[src/rtl/core/ihr_pkg.sv]
// Shared types, constants and the hex digit decoder of the Intel HEX record reader.
// Depends on nothing; every other file of the block but the macro header uses it.
`timescale 1ns / 1ps
`default_nettype none

package ihr_pkg;

  localparam int MAX_LINE = 256;
  localparam int POS_W    = $clog2(MAX_LINE);
  localparam int IDX_W    = 9;

  localparam logic [7:0]  LINE_FEED = 8'h0A;
  localparam logic [7:0]  COLON     = 8'h3A;
  localparam int          MIN_LINE  = 11;
  localparam logic [16:0] NO_DATA   = 17'h10000;
  localparam logic [4:0]  BAD_DIGIT = 5'd16;

  typedef enum logic [1:0] {
    KIND_DATA     = 2'd0,
    KIND_DONE     = 2'd1,
    KIND_FORMAT   = 2'd2,
    KIND_CHECKSUM = 2'd3
  } kind_t;

  // One result on its way from the parser to the output stage.
  typedef struct packed {
    kind_t       kind;
    logic [15:0] address;
    logic [7:0]  data;
    logic [16:0] start_address;
    logic [16:0] highest_end;
  } result_t;

  typedef struct packed {
    logic format;
    logic skip;
    logic digit;
  } line_flags_t;

  // ASCII hex digit to value; BAD_DIGIT for anything that is not a digit.
  function automatic logic [4:0] hex_value(input logic [7:0] c);
    logic [4:0] v;
    begin
      v = BAD_DIGIT;
      if (c >= 8'h30 && c <= 8'h39) begin
        v = {1'b0, 4'(c - 8'h30)};
      end else if (c >= 8'h41 && c <= 8'h46) begin
        v = {1'b0, 4'(c - 8'h41 + 8'd10)};
      end else if (c >= 8'h61 && c <= 8'h66) begin
        v = {1'b0, 4'(c - 8'h61 + 8'd10)};
      end
      return v;
    end
  endfunction

endpackage

`default_nettype wire

[src/rtl/core/ihr_front.sv]
// Character parser of the Intel HEX record reader: line state, checks and result items.
// Depends on ihr_pkg; pushes its results into ihr_queue.
`timescale 1ns / 1ps
`default_nettype none

module ihr_front (
  input  wire logic            clk,
  input  wire logic            rst,
  input  wire logic            in_valid,
  output logic                 in_ready,
  input  wire logic [7:0]      ch,
  input  wire logic            end_of_file,
  input  wire logic            q_full,
  output logic                 push,
  output ihr_pkg::result_t     push_entry
);

  logic [ihr_pkg::POS_W-1:0] line_position, line_position_next;
  logic [3:0]                high_nibble, high_nibble_next;
  logic [7:0]                byte_count, byte_count_next;
  logic [15:0]               record_address, record_address_next;
  logic [7:0]                running_sum, running_sum_next;
  logic [ihr_pkg::IDX_W-1:0] data_index, data_index_next;
  logic [16:0]               lowest_start, lowest_start_next;
  logic [16:0]               highest_end, highest_end_next;
  ihr_pkg::line_flags_t      line_flags, line_flags_next;
  logic                      failed, failed_next;

  logic                      accept;
  logic [4:0]                v;
  logic [7:0]                b;
  logic [16:0]               rec_end;
  logic [ihr_pkg::IDX_W-1:0] count_ext;

  assign in_ready = !q_full;
  assign accept   = in_valid && !q_full;

  always_comb begin
    line_position_next  = line_position;
    high_nibble_next    = high_nibble;
    byte_count_next     = byte_count;
    record_address_next = record_address;
    running_sum_next    = running_sum;
    data_index_next     = data_index;
    lowest_start_next   = lowest_start;
    highest_end_next    = highest_end;
    line_flags_next     = line_flags;
    failed_next         = failed;
    push                = 1'b0;
    push_entry          = '0;

    v         = ihr_pkg::hex_value(ch);
    b         = {high_nibble, v[3:0]};
    rec_end   = {1'b0, record_address} + {9'd0, byte_count};
    count_ext = {1'b0, byte_count};

    if (accept) begin
      if (end_of_file) begin
        if (!failed) begin
          push                     = 1'b1;
          push_entry.kind          = ihr_pkg::KIND_DONE;
          push_entry.start_address = lowest_start;
          push_entry.highest_end   = highest_end;
        end
        line_position_next  = '0;
        high_nibble_next    = '0;
        byte_count_next     = '0;
        record_address_next = '0;
        running_sum_next    = '0;
        data_index_next     = '0;
        line_flags_next     = '0;
        lowest_start_next   = ihr_pkg::NO_DATA;
        highest_end_next    = '0;
        failed_next         = 1'b0;
      end else if (!failed) begin
        if (ch == ihr_pkg::LINE_FEED) begin
          if (line_position < ihr_pkg::POS_W'(ihr_pkg::MIN_LINE) || line_flags.format) begin
            failed_next     = 1'b1;
            push            = 1'b1;
            push_entry.kind = ihr_pkg::KIND_FORMAT;
          end else if (!line_flags.skip) begin
            if ({1'b0, record_address} < lowest_start) begin
              lowest_start_next = {1'b0, record_address};
            end
            if (rec_end > highest_end) begin
              highest_end_next = rec_end;
            end
            if (line_flags.digit || data_index <= count_ext || running_sum != 8'd0) begin
              failed_next     = 1'b1;
              push            = 1'b1;
              push_entry.kind = ihr_pkg::KIND_CHECKSUM;
            end
          end
          line_position_next  = '0;
          high_nibble_next    = '0;
          byte_count_next     = '0;
          record_address_next = '0;
          running_sum_next    = '0;
          data_index_next     = '0;
          line_flags_next     = '0;
        end else if (line_position >= ihr_pkg::POS_W'(ihr_pkg::MAX_LINE - 1)) begin
          line_flags_next.format = 1'b1;
        end else begin
          line_position_next = line_position + 1'b1;
          if (line_position == '0) begin
            if (ch != ihr_pkg::COLON) begin
              line_flags_next.format = 1'b1;
            end
          end else if (line_position <= ihr_pkg::POS_W'(8)) begin
            // Header: length and type two digits each, address four digits.
            if (v[4]) begin
              line_flags_next.skip = 1'b1;
            end else if (line_position[0]) begin
              high_nibble_next = v[3:0];
            end else begin
              running_sum_next = running_sum + b;
              if (line_position == ihr_pkg::POS_W'(2)) begin
                byte_count_next = b;
              end else if (line_position == ihr_pkg::POS_W'(4)) begin
                record_address_next = {b, 8'd0};
              end else if (line_position == ihr_pkg::POS_W'(6)) begin
                record_address_next = {record_address[15:8], b};
              end else if (b != 8'd0) begin
                line_flags_next.skip = 1'b1;
              end
            end
          end else if (!(line_flags.skip || line_flags.format || line_flags.digit) &&
                       data_index <= count_ext) begin
            // Data bytes, then the checksum byte.
            if (v[4]) begin
              line_flags_next.digit = 1'b1;
            end else if (line_position[0]) begin
              high_nibble_next = v[3:0];
            end else begin
              running_sum_next = running_sum + b;
              data_index_next  = data_index + 1'b1;
              if (data_index < count_ext) begin
                push               = 1'b1;
                push_entry.kind    = ihr_pkg::KIND_DATA;
                push_entry.address = record_address + {8'd0, data_index[7:0]};
                push_entry.data    = b;
              end
            end
          end
        end
      end
    end
  end

  always_ff @(posedge clk) begin
    if (rst) begin
      line_position  <= '0;
      high_nibble    <= '0;
      byte_count     <= '0;
      record_address <= '0;
      running_sum    <= '0;
      data_index     <= '0;
      lowest_start   <= ihr_pkg::NO_DATA;
      highest_end    <= '0;
      line_flags     <= '0;
      failed         <= 1'b0;
    end else begin
      line_position  <= line_position_next;
      high_nibble    <= high_nibble_next;
      byte_count     <= byte_count_next;
      record_address <= record_address_next;
      running_sum    <= running_sum_next;
      data_index     <= data_index_next;
      lowest_start   <= lowest_start_next;
      highest_end    <= highest_end_next;
      line_flags     <= line_flags_next;
      failed         <= failed_next;
    end
  end

endmodule

`default_nettype wire

[src/rtl/core/ihr_queue.sv]
// Two-entry result queue between the parser and the output stage.
// Depends on ihr_pkg for the entry type.
`timescale 1ns / 1ps
`default_nettype none

module ihr_queue (
  input  wire logic              clk,
  input  wire logic              rst,
  input  wire logic              push,
  input  wire ihr_pkg::result_t  push_entry,
  output logic                   full,
  input  wire logic              pop,
  output logic                   valid,
  output ihr_pkg::result_t       head
);

  ihr_pkg::result_t entries [2];
  logic             wr_ptr, rd_ptr;
  logic [1:0]       count;

  assign full  = (count == 2'd2);
  assign valid = (count != 2'd0);
  assign head  = entries[rd_ptr];

  always_ff @(posedge clk) begin
    if (push) begin
      entries[wr_ptr] <= push_entry;
    end
  end

  always_ff @(posedge clk) begin
    if (rst) begin
      wr_ptr <= 1'b0;
      rd_ptr <= 1'b0;
      count  <= 2'd0;
    end else begin
      if (push) begin
        wr_ptr <= !wr_ptr;
      end
      if (pop) begin
        rd_ptr <= !rd_ptr;
      end
      case ({push, pop})
        2'b10:   count <= count + 2'd1;
        2'b01:   count <= count - 2'd1;
        default: count <= count;
      endcase
    end
  end

endmodule

`default_nettype wire

[src/rtl/core/ihr_back.sv]
// Output stage of the Intel HEX record reader: takes queued results, works out the
// span of a done report and holds the result until the consumer takes it. Uses ihr_pkg.
`timescale 1ns / 1ps
`default_nettype none

module ihr_back (
  input  wire logic              clk,
  input  wire logic              rst,
  input  wire logic              q_valid,
  input  wire ihr_pkg::result_t  q_head,
  output logic                   pop,
  output logic                   out_valid,
  input  wire logic              out_ready,
  output logic [1:0]             kind,
  output logic [15:0]            address,
  output logic [7:0]             data,
  output logic [16:0]            start_address,
  output logic [16:0]            length
);

  logic        load;
  logic [16:0] span;

  assign load = q_valid && (!out_valid || out_ready);
  assign pop  = load;

  // Span is zero but for a done report whose highest end lies above its lowest start.
  always_comb begin
    span = '0;
    if (q_head.kind == ihr_pkg::KIND_DONE && q_head.highest_end > q_head.start_address) begin
      span = q_head.highest_end - q_head.start_address;
    end
  end

  always_ff @(posedge clk) begin
    if (rst) begin
      out_valid <= 1'b0;
    end else if (load) begin
      out_valid <= 1'b1;
    end else if (out_ready) begin
      out_valid <= 1'b0;
    end
  end

  always_ff @(posedge clk) begin
    if (load) begin
      kind          <= q_head.kind;
      address       <= q_head.address;
      data          <= q_head.data;
      start_address <= q_head.start_address;
      length        <= span;
    end
  end

endmodule

`default_nettype wire

[src/rtl/core/intel_hex_record_reader.sv]
// Intel HEX record reader, top level: ihr_front, ihr_queue and ihr_back; uses ihr_pkg.
// Throughput: one character per cycle while the result queue is not full (in_ready).
// Path of a result: the result of a transferred character is written into the result
// queue, then loaded into the output register, where it is held while the consumer stalls.
// Reset (rst, synchronous): line state cleared, no data seen, queue and output empty.
`timescale 1ns / 1ps
`default_nettype none

module intel_hex_record_reader (
  input  wire logic        clk,
  input  wire logic        rst,
  input  wire logic        in_valid,
  output logic             in_ready,
  input  wire logic [7:0]  ch,
  input  wire logic        end_of_file,
  output logic             out_valid,
  input  wire logic        out_ready,
  output logic [1:0]       kind,
  output logic [15:0]      address,
  output logic [7:0]       data,
  output logic [16:0]      start_address,
  output logic [16:0]      length
);

  // The parser takes a character whenever the queue has room. Each character gives at
  // most one result, so a two-entry queue keeps one transfer per cycle going while the
  // output register may hold a result the consumer has not yet taken.
  logic             q_full;
  logic             q_push;
  ihr_pkg::result_t q_push_entry;
  logic             q_pop;
  logic             q_valid;
  ihr_pkg::result_t q_head;

  // Front: line position, header decode, checksum, data byte writes, and the file-level
  // lowest start and highest end. Errors stop parsing until end of file.
  ihr_front u_front (
    .clk        (clk),
    .rst        (rst),
    .in_valid   (in_valid),
    .in_ready   (in_ready),
    .ch         (ch),
    .end_of_file(end_of_file),
    .q_full     (q_full),
    .push       (q_push),
    .push_entry (q_push_entry)
  );

  ihr_queue u_queue (
    .clk       (clk),
    .rst       (rst),
    .push      (q_push),
    .push_entry(q_push_entry),
    .full      (q_full),
    .pop       (q_pop),
    .valid     (q_valid),
    .head      (q_head)
  );

  // Back: the span subtraction of a done report and the output register.
  ihr_back u_back (
    .clk          (clk),
    .rst          (rst),
    .q_valid      (q_valid),
    .q_head       (q_head),
    .pop          (q_pop),
    .out_valid    (out_valid),
    .out_ready    (out_ready),
    .kind         (kind),
    .address      (address),
    .data         (data),
    .start_address(start_address),
    .length       (length)
  );

endmodule

`default_nettype wire

[config.mk]
export PLATFORM = sky130hd
export DESIGN_NAME = intel_hex_record_reader
export DESIGN_NICKNAME = d
export VERILOG_FILES = /design/src/rtl/core/ihr_pkg.sv /design/src/rtl/core/ihr_front.sv /design/src/rtl/core/ihr_queue.sv /design/src/rtl/core/ihr_back.sv /design/src/rtl/core/intel_hex_record_reader.sv
export SDC_FILE = /design/constraint.sdc
export NUM_CORES = 1
export LEC_CHECK = 0
export BUFFER_PORTS_ARGS = -buffer_cell sky130_fd_sc_hd__clkbuf_2
export CORE_MARGIN = 3
export CORE_UTILIZATION = 54
export CTS_BUF_LIST = sky130_fd_sc_hd__clkbuf_8
export DETAILED_ROUTE_END_ITERATION = 16
export PLACE_DENSITY_LB_ADDON = 0.2
export SLEW_MARGIN = 20
export SYNTH_ARGS = -nofsm -noshare
export SYNTH_HDL_FRONTEND = slang
export SYNTH_HIERARCHICAL = 1
export SYNTH_SLANG_ARGS = --single-unit
[constraint.sdc]
create_clock -name clk -period 7.9 [get_ports clk]
set_input_delay 0.79 -clock clk [delete_from_list [all_inputs] [get_ports clk]]
set_output_delay 0.79 -clock clk [all_outputs]
set_load 0.02 [all_outputs]
==> qor.txt, run 1 <==
Worst Path Arrival - 4.68 ns
Die area - 0.0281 sq mm
Number of synthesized flops with an enable pin - 180
F_max - 0.238 GHz
Placed cell count - 1,646
Max clock buf depth - 3
Max_cap viols - 0
Synth warn - 6
Worst setup EP type - flop
Clk_lat worst skew - 0.55 ns
Critical-path cell list - ha_1 -> inv_1 -> fa_1 -> nor2b_1 -> o31ai_1 -> a21oi_1 -> o21bai_1 -> xnor2_1 -> ha_1 -> a21oi_1 -> o21ai_0 -> a2111oi_0 -> a211oi_1 -> o21ai_2 -> a22oi_1 -> nor2_1
Gr usage total - 0.224
Drt pass-1 iters - 5
Crit share post-route - 0.532
Max incr delay on CP - 0.62 ns
Largest net degree at the start of global routing - 67
CP Max Fanout - 16
Final-report setup violation count - 0
Via density - 5.76
Comb pwr share - 0.259
Resized Gates After CTS - 0
Post-route cell area - 0.0156 sq mm
Initial Utilization - 0.554
Flip-flop and latch area - 0.00735 sq mm
Ant. Diodes - 0
Worst R2R Setup Slack - 3.70 ns
Slowest stage cell, crit path - o21ai_2
WL/cell - 18.3 um
Util after Layout - 0.616
Clock power share - 0.290
Multi-input gate area in the final layout - 0.00618 sq mm
Sw power - 1.31 mW
RD Place Congestion - 0.913
Slew margin rel. - 0.420
Top FF cell, synth - edfxtp_1
I/O pin cnt - 75
Hold Buf Count CTS - 0
Row count - 58
Startpoint type of the worst setup path - flop
Final Skew - 0.0224 ns
Setup Fix Bufs, Post-CTS - 0
#FFs+latches synth - 277
Die width - 167 um
Initial antenna violation count - 0
Share of layout cells above drive strength 1 - 0.165
Placement Cell Area - 0.0147 sq mm
Pint - 2.81 mW
RSZ-0062 raised after global routing - no
Power share of the sequential group - 0.451
I/O Buffers - 74
Gr ovfl total - 0
Total Power - 4.13 mW
Worst min-delay path startpoint - u_front/lowest_start[16]
HP Class - reg2reg
R2R depth - 16
Synth Net Count - 1,393
Worst-margin pin slew - 0.870 ns
Sink Count - 277
P_leak - 6.15 nW
Clk root buf - clkbuf_8
First-pass GRT wire length - 51,100 um
FFs w/ async S/R, synth - 0
Via count - 9,980
Worst-path clk slew - 0.06 ns
Total routed wirelength - 31,700 um
Vias in the first global route - 9,923
ANT nets after route - 0
Worst vdd ir - 0.000164 V
Area growth, synth to finish - 11.0%
Outcome - finished clean
Switching Fraction - 0.318
Hold Violations, Final - 0
DRC Markers - 0
Post-synthesis cell count - 1,286
Total CTS buffers - 48
H-tree Lvls - 2
DIE HEIGHT - 167 um
Final HPWL DP - 22,300 um
Yosys cell types - 72
Hold depth - 2
Pwr/cell area - 264 mW/mm^2
Sequential-to-total area share from yosys stat - 0.522
Worst R2R Start - u_front/record_address[0]
CP required - 8.37 ns
Hold path endpoint - u_front/lowest_start[16]
Fillers - 2,098
First-iteration detailed-routing DRC count - 756
Clock tree from TritonCTS - yes
Final std cells w/o fill - 1,734
Slew Limit Fails - 0
Worst r2r dst - u_front/highest_end[7]
Setup TNS - 0 ns
Min Clock Period, post-route - 4.20 ns
Mean Syn Cell Area - 11.0 sq um
Kind of critical path - reg2reg
Core ar. - 0.0254 sq mm
Nets - 1,473
Post-synthesis cell area - 0.0141 sq mm
worst max-delay path, delay by kind of cell (launching register included):
family          cells  cell delay (ns)
simple gates        2             0.29
buf+inv             1             0.07
flops               1             0.40
compound gates      9             2.21
fa+ha+maj           3             0.92
xor+xnor            1             0.21
how the worst max path moves through the flow:
stage | from | endpoint | slack (ns) | cells past startpoint
2_1_floorplan | out_ready | u_queue/count[1] | 1.14 | 5
3_5_place_dp | u_front/record_address[0] | u_front/highest_end[15] | 3.51 | 16
3_3_place_gp | u_front/record_address[0] | u_front/highest_end[12] | 3.69 | 16
5_1_grt | u_front/record_address[0] | u_front/highest_end[15] | 3.35 | 16
6_report | u_front/record_address[0] | u_front/highest_end[7] | 3.70 | 16
4_1_cts | u_front/record_address[0] | u_front/highest_end[7] | 3.49 | 16
power groups by stage:
stage / Combinational (mW) / Clock (mW) / Sequential [mW]
6_report: 1.07 / 1.20 / 1.86
5_1_grt: 1.16 / 1.30 / 1.88
4_1_cts: 1.08 / 1.23 / 1.87
3_5_place_dp: 1.07 / 0 / 1.90
3_3_place_gp: 1.06 / 0 / 1.89
2_1_floorplan: 0.589 / 0 / 2.09
kinds of logic (layout without fill, tap and decap cells):
| logic type | count (synthesis) | count (layout) | share of synthesized area |
|---|---|---|---|
| and+or+nand+nor | 391 | 391 | 0.140 |
| DFF | 277 | 277 | 0.522 |
| AOI/OAI and AO/OA | 251 | 251 | 0.121 |
| buffers and inverters | 146 | 264 | 0.0412 |
| adders and majority gates | 94 | 94 | 0.0856 |
| muxes | 71 | 71 | 0.0559 |
| xor gates and xnor gates | 56 | 56 | 0.0348 |
stage by stage:
step                      hold slack (ns)  worst slack (ns)
final                               0.446              3.70
after detailed placement            0.436              3.51
after floorplan                     0.422              1.14
after global routing                0.485              3.35
after global placement              0.433              3.69
after CTS                           0.445              3.49
cell type report:
| type | count | share of cell area |
|---|---|---|
| repair buffers | 85 | 0.0290 |
| inverters | 91 | 0.0218 |
| clock inverters | 32 | 0.00792 |
| flip-flops and latches | 277 | 0.470 |
| clock buffers | 56 | 0.0493 |
| multi-input cells | 863 | 0.396 |
| well taps | 330 | 0.0264 |
layer usage:
layer / share of wire / GRT usage / up-vias
met5: 0 / 0 / -
met4: 0.041 / 0.0957 / 0
met3: 0.052 / 0.0411 / 92
met2: 0.48 / 0.379 / 277
met1: 0.43 / 0.283 / 4739
li1: - / - / 4872
cells in the final DEF (no fill, tap or decap), types with 37 or more instances in the layout:
| master | instances |
|---|---|
| a21oi_1 | 74 |
| clkbuf_2 | 74 |
| clkbuf_8 | 56 |
| dfxtp_1 | 96 |
| edfxtp_1 | 180 |
| ha_1 | 90 |
| inv_1 | 112 |
| mux2_2 | 61 |
| nand2_1 | 56 |
| nand3_1 | 37 |
| nor2_1 | 135 |
sequential cells by signal, indices dropped and copies added, names as in the netlist, 2 cells and up, named ones only:
signal / flops
u_front/highest_end: 17
u_front/data_index: 9
u_front/line_flags: 3
u_front/record_address: 16
u_back/start_address: 17
u_back/kind: 2
u_back/address: 16
u_front/running_sum: 8
u_front/lowest_start: 17
u_front/line_position: 8
u_front/byte_count: 8
u_queue/count: 2
u_front/high_nibble: 4
u_back/length: 17
u_queue/entries: 120
u_back/data: 8
cell usage after synthesis, drive strengths merged (2+ instances only):
cell / n / area share
o21bai: 10 / 0.0053
o211ai: 4 / 0.0021
and2: 7 / 0.0031
ha: 90 / 0.080
o21a: 13 / 0.0069
nand3: 37 / 0.013
edfxtp: 180 / 0.38
a21oi: 74 / 0.026
nand4: 14 / 0.0062
mux2: 61 / 0.049
a22o: 18 / 0.011
nor2b: 14 / 0.0062
dfxtp: 97 / 0.14
or4: 3 / 0.0016
buf: 20 / 0.0076
and4: 4 / 0.0025
o41ai: 3 / 0.0032
nand2b: 13 / 0.0058
and3b: 2 / 0.0012
xnor2: 30 / 0.019
clkbuf: 35 / 0.0093
xor2: 26 / 0.016
o31a: 3 / 0.0020
nand4b: 2 / 0.0012
a21o: 14 / 0.0075
a22oi: 24 / 0.013
and3: 20 / 0.0089
nand2: 59 / 0.017
nor3: 25 / 0.0092
fa: 4 / 0.0057
o31ai: 8 / 0.0043
o21ai: 40 / 0.014
a21boi: 9 / 0.0056
nor4: 39 / 0.019
or3: 6 / 0.0027
a31oi: 6 / 0.0027
mux2i: 10 / 0.0071
a2111oi: 3 / 0.0019
a221oi: 2 / 0.0017
a211oi: 13 / 0.0082
nor2: 137 / 0.037
nor3b: 2 / 0.0011
inv: 91 / 0.024
or2: 3 / 0.0013
No activity file was read; power rests on OpenSTA's default activity.
==> run 2: changes to the inputs <==
==> constraint.sdc (replaced) <==
create_clock -name clk -period 3.8 [get_ports clk]
set_input_delay 0.38 -clock clk [delete_from_list [all_inputs] [get_ports clk]]
set_output_delay 0.38 -clock clk [all_outputs]
set_load 0.02 [all_outputs]
==> run 2 against run 1 <==
Effect of this change: hold slack got worse by 0.34 ns; die area unchanged; largest cell class unchanged; critical path depth increased by 1; via count increased by 1.8%; setup slack got worse by 3.5 ns; cell area increased by 2.6%; count of clock-buffer cells in the layout unchanged; clock skew increased by 0.0052 ns; sequential power increased by 110%; highest routed layer unchanged; critical path type unchanged; wire length increased by 1.9%; cell count increased by 1.4%.
==> qor.txt, run 2 (synthesis gave the netlist of run 1 again) <==
Outcome - finished clean
First-iteration detailed-routing DRC count - 784
DRC Markers - 0
Core ar. - 0.0254 sq mm
Slew margin rel. - 0.433
Die area - 0.0281 sq mm
Die width - 167 um
GRT met2 Usage - 0.402
Slowest stage cell, crit path - a211oi_2
WL/cell - 18.4 um
Worst vdd ir - 0.000384 V
Largest net degree at the start of global routing - 66
Met3 Track Usage GR - 0.0371
Total CTS buffers - 47
Sink Count - 277
Gr ovfl total - 0
Buf/Inv on CP - 2
Worst-path clk slew - 0.06 ns
I/O Buffers - 74
Crit-path leading delay family - compound AO/OA/AOI/OAI gates
R2R depth - 17
CP Depth - 17
Drt pass-1 iters - 5
Hold depth - 3
Worst R2R Setup Slack - 0.18 ns
Row count - 58
Most common cell after layout, fill and taps aside - edfxtp_1
Area growth, synth to finish - 13.9%
Max_cap viols - 0
Critical-path cell list - ha_2 -> inv_1 -> fa_2 -> nor2b_2 -> o31ai_2 -> a21oi_2 -> nor2_2 -> xnor2_1 -> ha_1 -> and4_1 -> o21a_1 -> o31ai_1 -> a211oi_2 -> o21ai_1 -> buf_4 -> a22oi_1 -> nor2_1
Hold Violations, Final - 0
ANT nets after route - 0
First-pass GRT wire length - 52,400 um
Highest-count cells in the layout ignoring fill and taps - edfxtp_1 (180), nor2_1 (134), inv_1 (105)
Worst setup EP type - flop
Ant. Diodes - 0
Worst R2R Start - u_front/byte_count[0]
H-tree Lvls - 2
Final std cells w/o fill - 1,759
Nets - 1,497
Startpoint type of the worst setup path - flop
Total routed wirelength - 32,300 um
Worst-margin pin slew - 0.842 ns
Final HPWL DP - 23,000 um
Crit share post-route - 0.953
Worst min-delay path startpoint - rst
Final Skew - 0.0276 ns
DIE HEIGHT - 167 um
Gr usage total - 0.229
Largest Register - u_queue/entries
Hold path endpoint - u_front/lowest_start[16]
Setup TNS - 0 ns
Max incr delay on CP - 0.44 ns
Slew Limit Fails - 0
Clk_lat worst skew - 0.57 ns
P_leak - 6.34 nW
Clk root buf - clkbuf_8
CP required - 4.23 ns
Vias in the first global route - 10,076
Clock tree from TritonCTS - yes
Min Clock Period, post-route - 3.62 ns
I/O pin cnt - 75
Top Usage Layer GRT - met2
RD Place Congestion - 0.923
F_max - 0.276 GHz
Final-report setup violation count - 0
Via count - 10,163
Pwr/cell area - 561 mW/mm^2
Kind of critical path - reg2reg
Util after Layout - 0.632
Worst Path Arrival - 4.05 ns
Grt met1 use - 0.292
Total Power - 9.00 mW
Max FFs per register - 120
Share of layout cells above drive strength 1 - 0.193
Initial Utilization - 0.554
HP Class - in2reg
Initial antenna violation count - 0
Worst setup path startpoint - u_front/byte_count[0]
Hold Buf Count CTS - 0
Worst r2r dst - u_front/highest_end[9]
CP Max Fanout - 16
Max clock buf depth - 3
Placed cell count - 1,668
Via density - 5.78
Worst hold slack - 0.106 ns
## run 2: cell types whose count changed in the layout (fill, tap and decap cells not counted), moves of 3 or more
cell       delta
buf_4        +22
bufinv_16     +5
clkinv_1      -3
clkinv_2      +4
inv_1         -7
## run 2: timing repair
action | 4_1_cts | 5_1_grt
buffers inserted | 0 | 2
pin swaps | 0 | 5
cloned | 0 | 1
resized for setup | 1 | 15
endpoints found under the setup margin | 16 | 17
## run 2: area by class of cell
class,count,area [sq um]
fill,2094,9360
multi-input combinational,864,6240
clock inverter,32,268
tap,330,413
clock buffer,56,771
inverter,91,342
sequential,277,7350
timing repair buffer,109,658
## run 2: layer usage
| layer | up-vias | share of wire |
|---|---|---|
| met5 | - | 0 |
| met3 | 69 | 0.053 |
| met4 | 0 | 0.031 |
| met2 | 322 | 0.50 |
| li1 | 4920 | - |
| met1 | 4852 | 0.42 |
## run 2: report_power, final
part	switching (mW)	internal, mW	total, mW	leakage (nW)
Clock	1.20	1.68	2.88	0.589
Sequential	0.134	3.73	3.86	2.51
Combinational	1.44	0.811	2.25	3.24
Total	2.77	6.22	9.00	6.34
## run 2: through the flow
stage	worst slack, ns	instance area (sq um)
2_1_floorplan	0.216	14100
6_report	0.180	16000
3_3_place_gp	0.0584	14900
4_1_cts	0.0365	16000
5_1_grt	-0.0515	16000
3_5_place_dp	-0.0306	14900
## run 2: worst register-to-register path: cells and delay by family, from the launching register on
family	cells	cell delay (ns)
flops	1	0.35
compound gates	7	1.30
xor+xnor	1	0.16
fa+ha+maj	3	0.90
simple gates	4	0.53
buf+inv	2	0.27
## run 2: worst max path at each step
stage | slack (ns) | end
after floorplan | 0.22 | u_front/highest_end[10]
after global placement | 0.06 | u_front/highest_end[6]
after detailed placement | -0.03 | u_front/highest_end[1]
after CTS | 0.04 | u_front/highest_end[1]
after global routing | -0.05 | u_front/highest_end[0]
final | 0.18 | u_front/highest_end[9]
==> run 3: changes to the inputs <==
--- a/config.mk
+++ b/config.mk
@@ -5,13 +5,15 @@
 export SDC_FILE = /design/constraint.sdc
 export NUM_CORES = 1
 export LEC_CHECK = 0
+export ABC_AREA = 1
 export BUFFER_PORTS_ARGS = -buffer_cell sky130_fd_sc_hd__clkbuf_2
+export CORE_ASPECT_RATIO = 1.25
 export CORE_MARGIN = 3
 export CORE_UTILIZATION = 54
 export CTS_BUF_LIST = sky130_fd_sc_hd__clkbuf_8
 export DETAILED_ROUTE_END_ITERATION = 16
 export PLACE_DENSITY_LB_ADDON = 0.2
-export SLEW_MARGIN = 20
+export SLEW_MARGIN = 40
 export SYNTH_ARGS = -nofsm -noshare
 export SYNTH_HDL_FRONTEND = slang
 export SYNTH_HIERARCHICAL = 1
==> run 3 against run 2 <==
Effect of this change: area after synthesis grew 9.7%; fmax grew 2.5%; sequential power grew 2%; largest power group unchanged; largest cell class unchanged; non-clock buffer count shrank 2; critical endpoint is now u_front/highest_end[10]; critical path depth grew 4; register-to-register slack gained 0.09 ns; cell area grew 7.2%; combinational power grew 45%; sequential share of layout area shrank 3.1 points.
==> qor.txt, run 3 <==
Outcome - finished clean
Vias in the first global route - 11,861
Row count - 68
Dominant cell type by area after synthesis - edfxtp_1
Max_cap viols - 0
Slew Limit Fails - 0
Share of layout cells above drive strength 1 - 0.161
WL/cell - 16.7 um
I/O Buffers - 74
Grt met1 use - 0.274
Pwr/cell area - 571 mW/mm^2
Max clock buf depth - 3
I/O pin cnt - 75
Total CTS buffers - 44
Yosys cell types - 52
Hold Violations, Final - 0
P_leak - 7.55 nW
Worst-margin pin slew - 0.757 ns
DIE HEIGHT - 195 um
Post-synthesis cell count - 1,708
Placed cell count - 2,124
CP Max Fanout - 13
Core ar. - 0.0279 sq mm
Synth warn - 6
Drt pass-1 iters - 5
Critical-path cell list - ha_1 -> inv_1 -> fa_1 -> inv_1 -> nand4_1 -> o211ai_1 -> nand3_1 -> nand2_1 -> nand2_1 -> nand2_1 -> inv_1 -> ha_1 -> nand2_1 -> nor2_1 -> nand4_1 -> nor4_2 -> nor2_4 -> nand2_1 -> buf_4 -> nand3_1 -> a21oi_1
Post-synthesis cell area - 0.0155 sq mm
Worst setup EP type - flop
Pint - 6.35 mW
Met3 Track Usage GR - 0.0361
Worst-path clk slew - 0.06 ns
Power share of the sequential group - 0.402
Crit share post-route - 0.930
Post-layout worst setup margin - 0.267 ns
Area growth, synth to finish - 11.3%
Most common cell after layout, fill and taps aside - nand2_1
Top-count cell post-synth - nand2_1
Sw power - 3.47 mW
Kind of critical path - reg2reg
Via count - 11,879
CP required - 4.29 ns
Highest-count cells in the layout ignoring fill and taps - nand2_1 (321), inv_1 (249), nor2_1 (208)
Slowest stage cell, crit path - fa_1
Final Skew - 0.0121 ns
Synth top cells by count - nand2_1 (321), inv_1 (235), nor2_1 (210)
Worst hold slack - 0.106 ns
Worst vdd ir - 0.000430 V
Util after Layout - 0.616
GRT met2 Usage - 0.448
HP Class - in2reg
H-tree Lvls - 2
Clk root buf - clkbuf_8
Fillers - 2,440
Top Usage Layer GRT - met2
FFs w/ async S/R, synth - 0
Gr ovfl total - 0
Synth Net Count - 1,815
Area contributors post-synth - edfxtp_1 (35%), dfxtp_1 (13%), nand2_1 (7.8%)
Min Clock Period, post-route - 3.53 ns
Slew margin rel. - 0.495
Initial antenna violation count - 0
F_max - 0.283 GHz
First-iteration detailed-routing DRC count - 783
Die area - 0.0307 sq mm
Largest Register - u_queue/entries
Multi-input gate area in the final layout - 0.00692 sq mm
Total routed wirelength - 36,900 um
Startpoint type of the worst setup path - flop
RSZ-0062 raised after global routing - yes
Setup TNS - 0 ns
Max incr delay on CP - 0.40 ns
RD Place Congestion - 0.966
Worst Path Arrival - 4.02 ns
First-pass GRT wire length - 59,800 um
Final HPWL DP - 27,900 um
Largest net degree at the start of global routing - 62
ANT nets after route - 0
#FFs+latches synth - 277
Sink Count - 277
Comb pwr share - 0.331
DP Worst Slack - 0.0282 ns
Sequential-to-total area share from yosys stat - 0.475
Worst path most repeated cell - nand2_1
Via density - 5.38
Final-report setup violation count - 0
Top FF cell, synth - edfxtp_1
Switching Fraction - 0.354
DRC Markers - 0
Final std cells w/o fill - 2,206
Clock tree from TritonCTS - yes
Gr usage total - 0.245
Nets - 1,927
Max FFs per register - 120
Clk_lat worst skew - 0.57 ns
Clock power share - 0.267
Ant. Diodes - 0
Mean Syn Cell Area - 9.05 sq um
Initial Utilization - 0.554
Number of synthesized flops with an enable pin - 180
Die width - 157 um
Top cell type's share of synthesized area - 0.350
Flip-flop and latch area - 0.00735 sq mm
## run 3: power groups by stage
stage | clock network [mW] | logic, mW | registers (mW)
after global placement | 0 | 3.20 | 4.01
after CTS | 2.69 | 3.26 | 3.96
after detailed placement | 0 | 3.24 | 4.02
after global routing | 2.83 | 3.64 | 4.00
final | 2.62 | 3.26 | 3.95
after floorplan | 0 | 2.32 | 4.24
## run 3: what timing repair did
item / CTS / global route
setup endpoints to repair: 0 / 17
endpoints found under the hold margin: 0 / 0
resized for setup: 0 / 3
setup buffers: 0 / 0
hold buffers: 0 / 0
## run 3: logic make-up after synthesis
family | Yosys count | synth area share
XOR/XNOR | 31 | 0.0176
buffers and inverters | 285 | 0.0787
flip-flops | 277 | 0.475
AND/OR/NAND/NOR | 768 | 0.226
multiplexers | 60 | 0.0583
AO/OA/AOI/OAI | 193 | 0.0662
adder cells (fa/ha/maj) | 94 | 0.0781
## run 3: stage by stage
step	area [sq um]	power (mW)
6_report	17200	9.83
5_1_grt	17200	10.5
4_1_cts	17200	9.91
3_5_place_dp	16300	7.27
3_3_place_gp	16300	7.21
2_1_floorplan	15500	6.56
## run 3: layer usage
metal	up-vias	wire (um)
li1	5901	-
met3	98	1690
met2	334	19500
met4	0	1820
met5	-	0
met1	5546	13900
## run 3: worst max-delay path: cells and delay by family, from the launching register on
kind            cells  cell delay (ns)
compound gates      2             0.29
fa+ha+maj           3             0.88
buf+inv             4             0.40
flops               1             0.39
simple gates       12             1.47
## run 3: cell type report
class	instances	share of cell area
inverter	244	0.0534
sequential	277	0.427
timing repair buffer	107	0.0376
clock inverter	31	0.0130
clock buffer	51	0.0408
multi-input combinational	1146	0.402
tap	350	0.0255
## run 3: final timing paths
check                       startpoint                       end  slack, ns  cells after the start
max          u_front/record_address[0]   u_front/highest_end[10]       0.27                     21
min                          out_ready          u_back/out_valid       0.11                      4
max reg2reg  u_front/record_address[0]   u_front/highest_end[10]       0.27                     21
min reg2reg   u_front/lowest_start[16]  u_front/lowest_start[16]       0.46                      2
